`config.mk`:
```
export PLATFORM = sky130hd
export DESIGN_NAME = f2r_div
export DESIGN_NICKNAME = d
export VERILOG_FILES = /design/src/rtl/f2r_pkg.sv /design/src/rtl/f2r_div.sv
export SDC_FILE = /design/constraint.sdc
export NUM_CORES = 1
export LEC_CHECK = 0
export CAP_MARGIN = 20
export CORE_UTILIZATION = 70
export DETAILED_ROUTE_END_ITERATION = 12
export DONT_BUFFER_PORTS = 1
export PLACE_DENSITY_LB_ADDON = 0.25
export SLEW_MARGIN = 20
export SYNTH_ARGS = -nofsm -noshare
export SYNTH_HDL_FRONTEND = slang
export SYNTH_SLANG_ARGS = --single-unit
```
`constraint.sdc`:
```
create_clock -name clk -period 9.7 [get_ports clk]
set_clock_uncertainty 0.1 [all_clocks]
set_input_delay 0.97 -clock clk [delete_from_list [all_inputs] [get_ports clk]]
set_output_delay 0.97 -clock clk [all_outputs]
set_load 0.03 [all_outputs]
```
`src/rtl/f2r_pkg.sv`:
```
`timescale 1ns / 1ps
package f2r_pkg;

  // Largest signed 64-bit value and the binary64 patterns of the range limits.
  localparam logic [63:0] LMAX       = 64'h7FFF_FFFF_FFFF_FFFF;
  localparam logic [63:0] TWO63_BITS = 64'h43E0_0000_0000_0000;
  localparam logic [63:0] LO_BITS    = 64'h3C00_0000_0000_0000;

  localparam logic [10:0] EXP_INF    = 11'h7FF;
  localparam logic [10:0] EXP_ONE    = 11'd1023;
  localparam logic [10:0] EXP_UNIT   = 11'd1075;
  localparam logic [10:0] EXP_MAXINT = 11'd1085;

  localparam logic [52:0] ONE_MANT   = 53'h10_0000_0000_0000;

  typedef logic signed [13:0] exp_t;

  // Biased exponent of a value whose leading one sits at bit 127 of the rounder word.
  localparam exp_t NORM_BIAS = 14'sd1150;

  typedef enum logic [1:0] {
    ST_OK        = 2'd0,
    ST_NONFINITE = 2'd1,
    ST_RANGE     = 2'd2
  } status_t;

  typedef struct packed {
    logic [127:0] w;
    exp_t         ew;
    logic         sticky;
  } norm_req_t;

endpackage

```
`src/rtl/f2r_div.sv`:
```
`timescale 1ns / 1ps
module f2r_div
  import f2r_pkg::*;
(
  input  logic        clk,
  input  logic        rst_n,
  input  logic        go,
  input  logic [52:0] mn,
  input  logic [52:0] md,
  output logic        done,
  output logic [56:0] q,
  output logic        sticky
);

  localparam int unsigned STEPS = 57;

  logic        busy_r;
  logic        done_r;
  logic [5:0]  cnt_r;
  logic [53:0] rem_r;
  logic [52:0] md_r;
  logic [56:0] q_r;
  logic        ge;
  logic [53:0] diff;

  // Restoring division, one quotient bit per cycle; the remainder stays below 2*md.
  assign ge   = rem_r >= {1'b0, md_r};
  assign diff = ge ? (rem_r - {1'b0, md_r}) : rem_r;

  always_ff @(posedge clk) begin
    if (!rst_n) begin
      busy_r <= 1'b0;
      done_r <= 1'b0;
      cnt_r  <= '0;
    end else begin
      done_r <= 1'b0;
      if (go) begin
        rem_r  <= {1'b0, mn};
        md_r   <= md;
        q_r    <= '0;
        cnt_r  <= '0;
        busy_r <= 1'b1;
      end else if (busy_r) begin
        rem_r <= {diff[52:0], 1'b0};
        q_r   <= {q_r[55:0], ge};
        cnt_r <= cnt_r + 6'd1;
        if (cnt_r == 6'(STEPS - 1)) begin
          busy_r <= 1'b0;
          done_r <= 1'b1;
        end
      end
    end
  end

  assign done   = done_r;
  assign q      = q_r;
  assign sticky = rem_r != '0;

endmodule

```
# Yosys cells after proc, flatten, opt, wreduce, memory -nomap -nowiden
# Index checks and enable logic that the tools add are counted.
[word_totals]
regBits = 172
[op_classes]
add_sub_neg = 2
order_cmp = 1
eq_ne = 1
muxes = 8
n_bitwise = 2
n_reduce_logical = 6
[op_table]
columns = ["cell", "count"]
rows = [
  ["$mux W53", 2],
  ["$mux W57", 1],
  ["$ge A54 B53 Y1", 1],
  ["$mux W54", 1],
  ["$reduce_bool A54 Y1", 1],
  ["$sub A53 B53 Y53", 1],
  ["$add A6 B1 Y6 const B", 1],
  ["$eq A6 B6 Y1 const B", 1],
  ["$mux W1", 4],
  ["$reduce_and A2 Y1", 2],
  ["$reduce_or A3 Y1", 1],
  ["$not A1 Y1", 2],
  ["$reduce_bool A2 Y1", 1],
  ["$reduce_or A2 Y1", 1],
]

# Depth between registers and ports, before layout
[logic_depth]
ltp_word = 4
mapped_depth = 15

# Least setup slack after synthesis
# OpenSTA, ideal clock, no wires.
[synth_timing]
path_type = "input port to flip-flop"
from = "input port go"
to = "register busy_r"
arrival_time_ns = 4.537
required_time_ns = 9.531
setup_slack_ns = 4.993
cell_stages = 4
path_cell_list = "clkbuf_1 -> clkbuf_1 -> o21a_1 -> o41a_1"
[synth_between]
elab_chain_len = 1
[synth_rtl]
columns = ["item", "line", "text"]
rows = [
  ["start, declared", "f2r_div.sv:7", "input logic go,"],
  ["$mux W1", "f2r_div.sv:37", "if (go) begin"],
  ["end signal, assigned", "f2r_div.sv:32", "busy_r <= 1'b0;"],
  ["end signal, assigned", "f2r_div.sv:42", "busy_r <= 1'b1;"],
  ["end signal, assigned", "f2r_div.sv:48", "busy_r <= 1'b0;"],
  ["end, declared", "f2r_div.sv:17", "logic busy_r;"],
]
# No other way between the ends.
# A chain may end at the register's enable or synchronous reset.

# Worst setup path in the final report
[layout_timing]
from = "register rem_r[0]"
to = "register rem_r[12] (data pin)"
[layout_between]
elab_chain_len = 4
elab_cells_between_ends = 5
[layout_rtl]
columns = ["item", "line", "text"]
rows = [
  ["start, declared", "f2r_div.sv:20", "logic [53:0] rem_r;"],
  ["start signal, assigned", "f2r_div.sv:38", "rem_r <= {1'b0, mn};"],
  ["start signal, assigned", "f2r_div.sv:44", "rem_r <= {diff[52:0], 1'b0};"],
  ["$sub A53 B53 Y53 or $ge A54 B53 Y1 (tied branches)", "f2r_div.sv:28, f2r_div.sv:27", ""],
  ["$mux W53 (*)", "f2r_div.sv:28", "assign diff = ge ? (rem_r - {1'b0, md_r}) : rem_r;"],
  ["$mux W54 (*)", "f2r_div.sv:43", "end else if (busy_r) begin"],
  ["$mux W53 (*)", "f2r_div.sv:37", ""],
]
# Mark *: on every way between the ends. The rest lies on a longest branch, timed or not. The select of a mux whose other input is x is not followed.

==> out/qor.yml <==
setup_path:
  timing.rr.end: "rem_r[12]$_DFFE_PP_"
  crit_type: "reg2reg"
  cp.required_ns: 9.78
  worstSetupEndpointType: "register"
  ff2ff_path_depth: 15
  path_max_fanout: 36
  start_kind: "register"
  cp.arrival_ns: 4.70
  regToRegStartpoint: "rem_r[0]$_SDFFCE_PN0P_"
  reg2reg_slack_ns: 5.08
power:
  peakVddDrop_mv: 0.150
  p_leak_nw: 4.26
  cellPowerDensity_nw_per_um2: 199
grt:
  track_usage_pct: 32.1
  grtUsageMet2_pct: 49.1
  antenna_found_initial: 2
  grt_pass1_wl_mm: 36.7
  grt_max_degree: 147
  grt-busiest-layer: "met2"
  first_global_vias: 7234
  met1_usage_pct: 43.5
  use_met3_pct: 7.52
  grt_overflow_total: 0
worst_hold_path:
  hp-class: "reg2reg"
  hp-start: "cnt_r[5]$_SDFFE_PP0P_"
  hold_path_depth: 2
  hold_end: "done$_SDFF_PP0_"
clock_network:
  cts_tree: "done"
  cts_buffers: 17
  cts.hold.buffers_added: 0
  cts_sinks: 172
  cts_resized: 0
  cts-htree-levels: 4
  clk_latency_ns: 0.44
  ctsLongestPathBuffers: 2
  clk_pin_slew_ns: 0.07
  root_buffer: "clkbuf_16"
  post_cts_buffers: 0
sta:
  hold_viol: 0
  fin_ws_ns: 5.08
  tightest_slew_ns: 0.872
  setup_viol: 0
  grt_setup_unrepaired: "false"
  worst_slew_margin_rel_pct: 41.9
  timing.fmax_mhz: 216
  period_minus_slack_ns: 4.62
  slew_violations: 0
  final.setup.tns_ns: 0
  finalCritPeriodShare_pct: 47.6
logic_synthesis:
  async_reset_ff_share_pct: 0
  avgSynthCellArea_um2: 10.3
  post_synth_num_cell_types: 74
  ys_warn_count: 0
  synth_edf_count: 164
  yosysSeqAreaShare_pct: 49.2
  synth_cells: 1002
  synth_ff_type: "edfxtp_1"
  ys_seq_elements: 172
  synth_nets: 1167
  syn_area_um2: 10300
cells_and_area:
  drive_gt1_share_pct: 8.00
  syn2layout_area_growth_pct: 6.55
  fin_cells: 1174
  final_util_pct: 76.1
  layout_common_cells: "164 x edfxtp_1, 90 x a21oi_1, 85 x inv_1, 67 x nor2_1, 66 x nand2_1"
  final_net_count: 1140
  final_common_cell: "edfxtp_1"
drt:
  vias: 7703
  drt-total-wl_mm: 24.1
  drc: 0
  avgViaCountPerCell: 6.56
  wl_per_cell_um: 20.5
  drt-initial-drc-count: 924
  antenna_left: 0
  first_pass_iters: 5
status:
  status: "complete, no violations"
place:
  place.gp.congestion: 0.937
  dp_hpwl_mm: 17.0
  post-place-ws_ns: 5.20
  place_inst: 1140
  portBuffers: 0
floorplan:
  row_count: 44
  die_h_um: 124
  core_area_um2: 14500
  io_pins: 168
  die_x_um: 124
  start_util_pct: 71.4
  dieArea_um2: 15300
job:
  maxCapViolations: 0
[registers in the layout (all words and copies together), names as in the netlist]
register  cells
q            57
md_r         53
busy_r        1
cnt_r         6
done          1
rem_r        54
[how the worst max path moves through the flow]
stage	start	endpoint	slack [ns]
CTS	rem_r[0]$_SDFFCE_PN0P_	rem_r[12]$_DFFE_PP_	5.15
finish	rem_r[0]$_SDFFCE_PN0P_	rem_r[12]$_DFFE_PP_	5.08
global placement	rem_r[0]$_SDFFCE_PN0P_	rem_r[44]$_DFFE_PP_	5.36
global route	rem_r[0]$_SDFFCE_PN0P_	rem_r[12]$_DFFE_PP_	4.81
detailed placement	rem_r[0]$_SDFFCE_PN0P_	rem_r[43]$_DFFE_PP_	5.20
floorplan	go	busy_r$_SDFF_PN0_	4.99
[area by class of cell]
type	instances	area (um^2)
Sequential cell	172	5080
Multi-Input combinational cell	696	4730
Fill cell	966	3470
Clock buffer	17	425
Inverter	85	319
Tap cell	184	230
Clock inverter	15	199
Timing Repair Buffer	3	22.5
Antenna cell	2	5.00
[cell usage after synthesis (7+ instances only)]
library cell	number	share of area (%)
xnor2_1	21	1.8
o21ai_0	36	1.7
dfxtp_1	8	1.5
clkbuf_1	27	0.98
nand2_1	66	2.4
nor3_1	14	0.68
ha_1	55	6.7
o21bai_1	13	0.94
a211oi_1	23	1.7
edfxtp_1	164	48
xor2_1	28	2.4
mux2_2	24	2.6
inv_1	85	3.1
nor2b_1	64	3.9
nand3_1	12	0.58
nor2_1	67	2.4
a21o_1	31	2.3
nor4_1	15	0.91
o21ai_1	8	0.39
buf_2	18	0.87
and3_1	10	0.61
a31oi_1	7	0.42
nand4_1	19	1.2
a21oi_1	90	4.4
[critical path: stages, from the launching register on]
cell and delay [ns]:
edfxtp_1 0.41, inv_1 0.07, ha_1 0.16, inv_1 0.06, fa_1 0.41, a21o_1 0.22, a221oi_2 0.37, o2bb2ai_1 0.20
o211a_1 0.30, a211oi_2 0.40, o31ai_4 0.11, a21oi_4 0.58, buf_4 0.47, nor2_1 0.10, a211oi_1 0.28, a21oi_1 0.10
[layer usage]
metal / up-vias / wire, um
met4: 0 / 820
met3: 57 / 2140
li1: 3617 / -
met5: - / 0
met1: 3619 / 9980
met2: 410 / 11100
[cell families (layout without fill, tap and decap cells)]
kind of cell             count (synthesis)  in the layout  synth area share [%]
AND/OR/NAND/NOR                        304            304                  15.3
multiplexers                            27             27                  2.91
flip-flops                             172            172                  49.2
other                                    0              2                     0
AO/OA/AOI/OAI                          260            260                  16.3
buffers and inverters                  134            120                  5.23
adder cells (fa/ha/maj)                 56             56                  6.85
XOR/XNOR                                49             49                  4.15
[per-stage QoR]
stage	power, W	area [um^2]	hold WS (ns)
floorplan	0.00138	10300	0.350
global placement	0.00147	10400	0.378
detailed placement	0.00148	10400	0.390
CTS	0.00219	11000	0.413
global route	0.00229	11000	0.436
finish	0.00219	11000	0.407
[report_power, final]
group	internal, W	switching (W)	leakage [nW]	total (W)
registers	0.000889	0.0000661	1.63	0.000955
logic	0.000211	0.000320	2.32	0.000531
clock network	0.000374	0.000334	0.300	0.000708
total	0.00147	0.000720	4.26	0.00219
(Power assumes the default switching activity.)
