--- src/rtl/f2r_pkg.sv ---
`timescale 1ns / 1ps
package f2r_pkg;

  // Largest signed 64-bit value and the binary64 patterns of the range limits.
  localparam logic [63:0] LMAX       = 64'h7FFF_FFFF_FFFF_FFFF;
  localparam logic [63:0] TWO63_BITS = 64'h43E0_0000_0000_0000;
  localparam logic [63:0] LO_BITS    = 64'h3C00_0000_0000_0000;

  localparam logic [10:0] EXP_INF    = 11'h7FF;
  localparam logic [10:0] EXP_ONE    = 11'd1023;
  localparam logic [10:0] EXP_UNIT   = 11'd1075;
  localparam logic [10:0] EXP_MAXINT = 11'd1085;

  localparam logic [52:0] ONE_MANT   = 53'h10_0000_0000_0000;

  typedef logic signed [13:0] exp_t;

  // Biased exponent of a value whose leading one sits at bit 127 of the rounder word.
  localparam exp_t NORM_BIAS = 14'sd1150;

  typedef enum logic [1:0] {
    ST_OK        = 2'd0,
    ST_NONFINITE = 2'd1,
    ST_RANGE     = 2'd2
  } status_t;

  typedef struct packed {
    logic [127:0] w;
    exp_t         ew;
    logic         sticky;
  } norm_req_t;

endpackage

--- src/rtl/f2r_mul.sv ---
`timescale 1ns / 1ps
module f2r_mul
  import f2r_pkg::*;
(
  input  logic         clk,
  input  logic         rst_n,
  input  logic         go,
  input  logic [63:0]  a,
  input  logic [63:0]  b,
  output logic         done,
  output logic [127:0] prod
);

  logic         busy_r;
  logic         done_r;
  logic [1:0]   cnt_r;
  logic [63:0]  a_r;
  logic [63:0]  b_r;
  logic [127:0] acc_r;
  logic [79:0]  part;

  // One 16-bit digit of b per cycle, most significant digit first.
  assign part = {16'b0, a_r} * {64'b0, b_r[63:48]};

  always_ff @(posedge clk) begin
    if (!rst_n) begin
      busy_r <= 1'b0;
      done_r <= 1'b0;
      cnt_r  <= 2'd0;
    end else begin
      done_r <= 1'b0;
      if (go) begin
        a_r    <= a;
        b_r    <= b;
        acc_r  <= '0;
        cnt_r  <= 2'd0;
        busy_r <= 1'b1;
      end else if (busy_r) begin
        acc_r <= (acc_r << 16) + {48'b0, part};
        b_r   <= b_r << 16;
        cnt_r <= cnt_r + 2'd1;
        if (cnt_r == 2'd3) begin
          busy_r <= 1'b0;
          done_r <= 1'b1;
        end
      end
    end
  end

  assign done = done_r;
  assign prod = acc_r;

endmodule

--- config.mk ---
export PLATFORM = sky130hd
export DESIGN_NAME = f2r_mul
export DESIGN_NICKNAME = d
export VERILOG_FILES = /design/src/rtl/f2r_pkg.sv /design/src/rtl/f2r_mul.sv
export SDC_FILE = /design/constraint.sdc
export NUM_CORES = 2
export LEC_CHECK = 0
export ABC_CLOCK_PERIOD_IN_PS = 10000
export BUFFER_PORTS_ARGS = -buffer_cell sky130_fd_sc_hd__buf_2
export CAP_MARGIN = 25
export CELL_PAD_IN_SITES_DETAIL_PLACEMENT = 0
export CELL_PAD_IN_SITES_GLOBAL_PLACEMENT = 1
export CORE_MARGIN = 5
export CORE_UTILIZATION = 54
export CTS_CLUSTER_SIZE = 20
export DETAILED_ROUTE_END_ITERATION = 8
export PLACE_DENSITY = 0.95
export SLEW_MARGIN = 20
export SYNTH_ARGS = -nofsm -noshare
export SYNTH_HDL_FRONTEND = slang
export SYNTH_SLANG_ARGS = --single-unit
export TNS_END_PERCENT = 1
--- constraint.sdc ---
create_clock -name clk -period 10 [get_ports clk]
set_input_delay 1 -clock clk [delete_from_list [all_inputs] [get_ports clk]]
set_output_delay 1 -clock clk [all_outputs]
set_load 0.005 [all_outputs]
**After elaboration in Yosys (flattened, before gate mapping)**

Cells that the tools add are included.

- Eq/ne operators: 1
- Add/subtract/negate cells: 2
- Multiplexer cells: 7
- Multiply operators: 1
- Reductions and logical operators: 5
- Bitwise gates (word level): 2

Operator list:

| cell | number |
|---|---|
| 128-bit by 80-bit adder with 128-bit output | 1 |
| 128-bit two-way mux | 1 |
| 64-bit two-way mux | 2 |
| 64-bit by 16-bit multiplier with 80-bit output | 1 |
| 1-bit two-way mux | 4 |
| 2-bit AND reduction | 2 |
| 3-bit OR reduction | 1 |
| 2-bit by 1-bit adder with 2-bit output, second input constant | 1 |
| 2-bit equality test, second input constant | 1 |
| 1-bit inverter | 2 |
| 2-bit nonzero test | 1 |
| 2-bit OR reduction | 1 |

- Bits in registers: 260
- Output and inout port bits: 129
- Word-level logic and storage cells: 24

**Depth between registers and ports, before layout**

- Word-level depth: 4
- Gate-level depth with buffers: 27
- Gate-level depth less buffers: 24

**Least setup slack after synthesis**

OpenSTA, ideal clock, no wires.

- Kind: register to register
- Start: register b_r[49]
- End: register acc_r[123] (netlist: prod[123]) (data pin)
- Setup slack: 3.316 ns
- Data arrival time: 6.420 ns
- Stages on the path, launching flop included: 28
- Period minus slack after synthesis: 6.684 ns
- Path buffers: 4
- Required time: 9.736 ns
- Cells stage by stage: edfxtp_1 > clkbuf_1 > clkbuf_1 > nand2_1 > fa_1 > inv_1 > fa_1 > inv_1 > fa_1 > inv_1 > fa_1 > fa_1 > inv_1 > fa_1 > inv_1 > ha_1 > clkbuf_1 > nand4_1 > nor2_1 > a211oi_1 > o31ai_1 > nor3b_1 > a21o_1 > a31oi_4 > buf_6 > nor4_4 > xnor2_1 > nor2_1

- Cells in the longest elaborated chain, start to end: 3

RTL lines:

| what | line | RTL |
|---|---|---|
| start: declaration | f2r_mul.sv:18 | `logic [63:0] b_r;` |
| start signal: assignment | f2r_mul.sv:40 | `b_r <= b_r << 16;` |
| 64-bit by 16-bit multiplier with 80-bit output | f2r_mul.sv:23 | `assign part = {16'b0, a_r} * {64'b0, b_r[63:48]};` |
| 128-bit by 80-bit adder with 128-bit output | f2r_mul.sv:39 | `acc_r <= (acc_r << 16) + {48'b0, part};` |
| 128-bit two-way mux | f2r_mul.sv:38 | `end else if (busy_r) begin` |
| end signal: assignment | f2r_mul.sv:39 |  |
| end: declaration | f2r_mul.sv:19 | `logic [127:0] acc_r;` |

Every way passes these cells. The select of a mux whose other input is x is not followed.
A chain may end at the register's enable or synchronous reset.

**Worst setup path after layout**

- Start: register b_r[55]
- End: register acc_r[95] (netlist: prod[95]) (data pin)

The elaborated chain is that of the path after synthesis.

==> impl_metrics.yaml <==
setup_path:
  end_kind: "flop"
  worst_ep_required_time_ns: 10.30
  path_delay_family: "adder cells"
  rrSetupSlack_ns: 1.76
  startpoint_type: "flop"
  crit_top_cell: "fa_1"
  regToRegEndpoint: "prod[95]"
  cp.depth: 22
  critPathMaxFanout: 64
  cp.buffers_inverters: 4
  critPathKind: "flop to flop"
  critical_path.max_stage_delay_ns: 0.81
  ff2ff_path_depth: 22
  critPathArrivalTime_ns: 8.54
  cp_slowest_cell: "buf_4"
  reg2reg_from: "b_r[55]"
  startpoint: "b_r[55]"
  path_cells: "buf_4 > nand2_1 > fa_1 > inv_1 > fa_1 > fa_1 > fa_1 > fa_1 > inv_1 > fa_1 > inv_1 > ha_1 > a21oi_1 > o21ai_0 > a211oi_1 > o31ai_1 > nor3b_1 > a21o_1 > a31oi_4 > nor4_1 > xnor2_1 > nor2_1"
  cp-endpoint: "prod[95]"
run_status:
  status: "complete, no violations"
grt:
  grt_use_total: 0.297
  grt-ovfl-total: 0
  antenna_found_initial: 5
  grt_pass1_wl_microns: 206000
  first_global_vias: 36839
  grt_max_degree: 79
sta:
  worst_pin_slew_ns: 1.08
  drv_slew: 0
  skew_ns: 0.0475
  tns_ns: 0
  period_share: 0.824
  rsz0062_at_grt: "false"
  setup_viol: 0
  relSlewSlack: 0.277
  clock.fmax_mhz: 121
  post-route-min-period_ns: 8.24
  hold_viol: 0
finish:
  final_nets: 6076
  fill_cells: 7160
  synthToLayoutAreaGrowth_pct: 6.68
  multi_input_area_sq_um: 31700
  drive_above_1_share: 0.0871
  final_area_sq_um: 47800
  seq_area_sq_um: 7770
clock_tree:
  post-cts-setup-buffers: 0
  clockRootBuffer: "clkbuf_16"
  cts_tree: "built"
  cts.clk_slew.worst_paths_ns: 0.06
  hold_buffers: 0
  clkSinkCount: 260
  cts_max_level: 2
  cts_buffers: 36
  clock_latency_ns: 0.61
  cts_buffer_depth: 3
  post_cts_resized: 0
logic_synthesis:
  synth_area_sq_um: 44800
  netlist_instances: 4769
  yosys_warnings: 0
  avgSynthCellArea_sq_um: 9.40
  ys_seq_elements: 260
  ys_types: 84
  async_flop_share: 0
  synth.yosys.seq_area_share: 0.173
  synth_edf_count: 256
  yosys_most_used_dff: "edfxtp_1"
  syn_nets: 5999
floorplanning:
  coreArea_sq_um: 82200
  io_pins: 260
  die_area_sq_um: 88900
  die_height_microns: 298
  initial_core_util: 0.545
  row_count: 105
  die_w_microns: 298
placement:
  placed_area_sq_um: 46600
  dp_hpwl_microns: 96400
  portBuffers: 259
  gp_congestion: 0.971
flow_run:
  cap_violations: 0
route:
  drt_wl_total_microns: 129000
  drt_pass1_iterations: 7
  drt_iter0_drc: 2604
  vias: 33429
  viasPerCell: 5.63
  final_antenna_net_count: 0
  drc: 0
  wl_per_cell_microns: 21.7
worst_hold_path:
  min_path_type: "flop to flop"
synth_stat cells (all sizes together), types with 9 or more instances:
cell / instances / area [sq um]
inv: 1159 / 4350
fa: 930 / 18600
nand2: 763 / 2870
and2: 385 / 2410
edfxtp: 256 / 7690
clkbuf: 211 / 813
ha: 169 / 2110
nor2: 162 / 611
a21oi: 123 / 649
o21ai: 61 / 309
xnor2: 55 / 482
mux2: 51 / 574
nand4: 47 / 294
xor2: 42 / 368
a21o: 33 / 248
buf: 32 / 245
o21bai: 32 / 240
nand3: 22 / 110
nor3: 21 / 105
or3: 18 / 119
and3: 17 / 109
nor2b: 17 / 106
nor4: 14 / 115
o21a: 14 / 105
a31oi: 13 / 96.3
o211ai: 13 / 125
a21boi: 11 / 82.6
o31ai: 11 / 87.6
or4: 9 / 71.3
worst register-to-register path: cells and delay by family, from the launching register on:
family / cells / cell delay, ns
xor gates and xnor gates: 1 / 0.17
adders and majority gates: 7 / 3.56
buffers and inverters: 4 / 0.97
and+or+nand+nor: 4 / 1.11
AOI/OAI and AO/OA: 6 / 1.80
DFF: 1 / 0.34
cell usage in the layout, fill, tap and decap left out, drive strengths merged, types with 4 or more instances in the layout:
master   synthesis  routed
ha             169     169
clkinv           0      12
nor2           162     162
a211oi           7       7
nor2b           17      17
inv           1159    1161
nand2          763     763
a21o            33      33
edfxtp         256     256
xnor2           55      55
o31ai           11      11
o21a            14      14
nand2b           6       6
nor3b            4       4
and2           385     385
nand3           22      22
or2              7       7
a21boi          11      11
nand4           47      47
nor4b            5       5
buf             32     283
nor4            14      14
a21oi          123     123
a31oi           13      13
clkbuf         211      42
o21ai           61      61
xor2            42      42
o2111ai          7       7
bufinv           0       4
or4              9       9
nor3            21      21
and4             6       6
o21bai          32      32
o211ai          13      13
dfxtp            4       4
mux2            51      51
fa             930     930
or3             18      18
and3            17      17
registers in the layout, indices dropped and copies added, names as in the netlist:
signal,flops
prod,128
a_r,64
b_r,64
cnt_r,2
busy_r,1
done,1
stage by stage:
stage               cells  hold slack (ns)  setup WS (ns)   util
global placement     5877            0.478           2.15  0.567
finish               5942            0.493           1.76  0.582
detailed placement   5877            0.492           2.03  0.567
CTS                  5938            0.496           1.97  0.581
floorplan            4769            0.460           3.32      -
global route         5941            0.519           1.53  0.582
worst min path at each step:
stage                         from       end  slack (ns)  cells after the start
final                       busy_r      done        0.49                      2
after global routing        busy_r      done        0.52                      2
after detailed placement  cnt_r[1]  cnt_r[1]        0.49                      2
after floorplan             busy_r      done        0.46                      2
after global placement    cnt_r[1]  cnt_r[1]        0.48                      2
after CTS                   busy_r      done        0.50                      2
cell families (layout without fill, tap and decap cells):
family / after synthesis / after routing / synth area share
other: 0 / 3 / 0
AND/OR/NAND/NOR: 1508 / 1508 / 0.160
multiplexers: 52 / 52 / 0.0130
XOR/XNOR: 97 / 97 / 0.0189
AO/OA/AOI/OAI: 350 / 350 / 0.0513
buffers and inverters: 1403 / 1503 / 0.121
adder cells (fa/ha/maj): 1099 / 1099 / 0.462
flip-flops: 260 / 260 / 0.173
final cells by class:
class	count	area share
Timing Repair Buffer	283	0.0313
Tap cell	1070	0.0280
Inverter	1159	0.0909
Multi-Input combinational cell	3106	0.662
Clock buffer	42	0.0193
Sequential cell	260	0.162
Clock inverter	19	0.00602
Antenna cell	3	0.000157
per-layer routing:
metal | part of all wire | GRT usage | vias to the layer above
met4 | 0.041 | 0.107 | 0
met5 | 0 | 0 | -
li1 | - | - | 14314
met2 | 0.46 | 0.475 | 1774
met1 | 0.38 | 0.390 | 17024
met3 | 0.11 | 0.0840 | 317
Power is not shown: default switching activity piles up to over one toggle a cycle in this logic, so the estimate is an artifact.
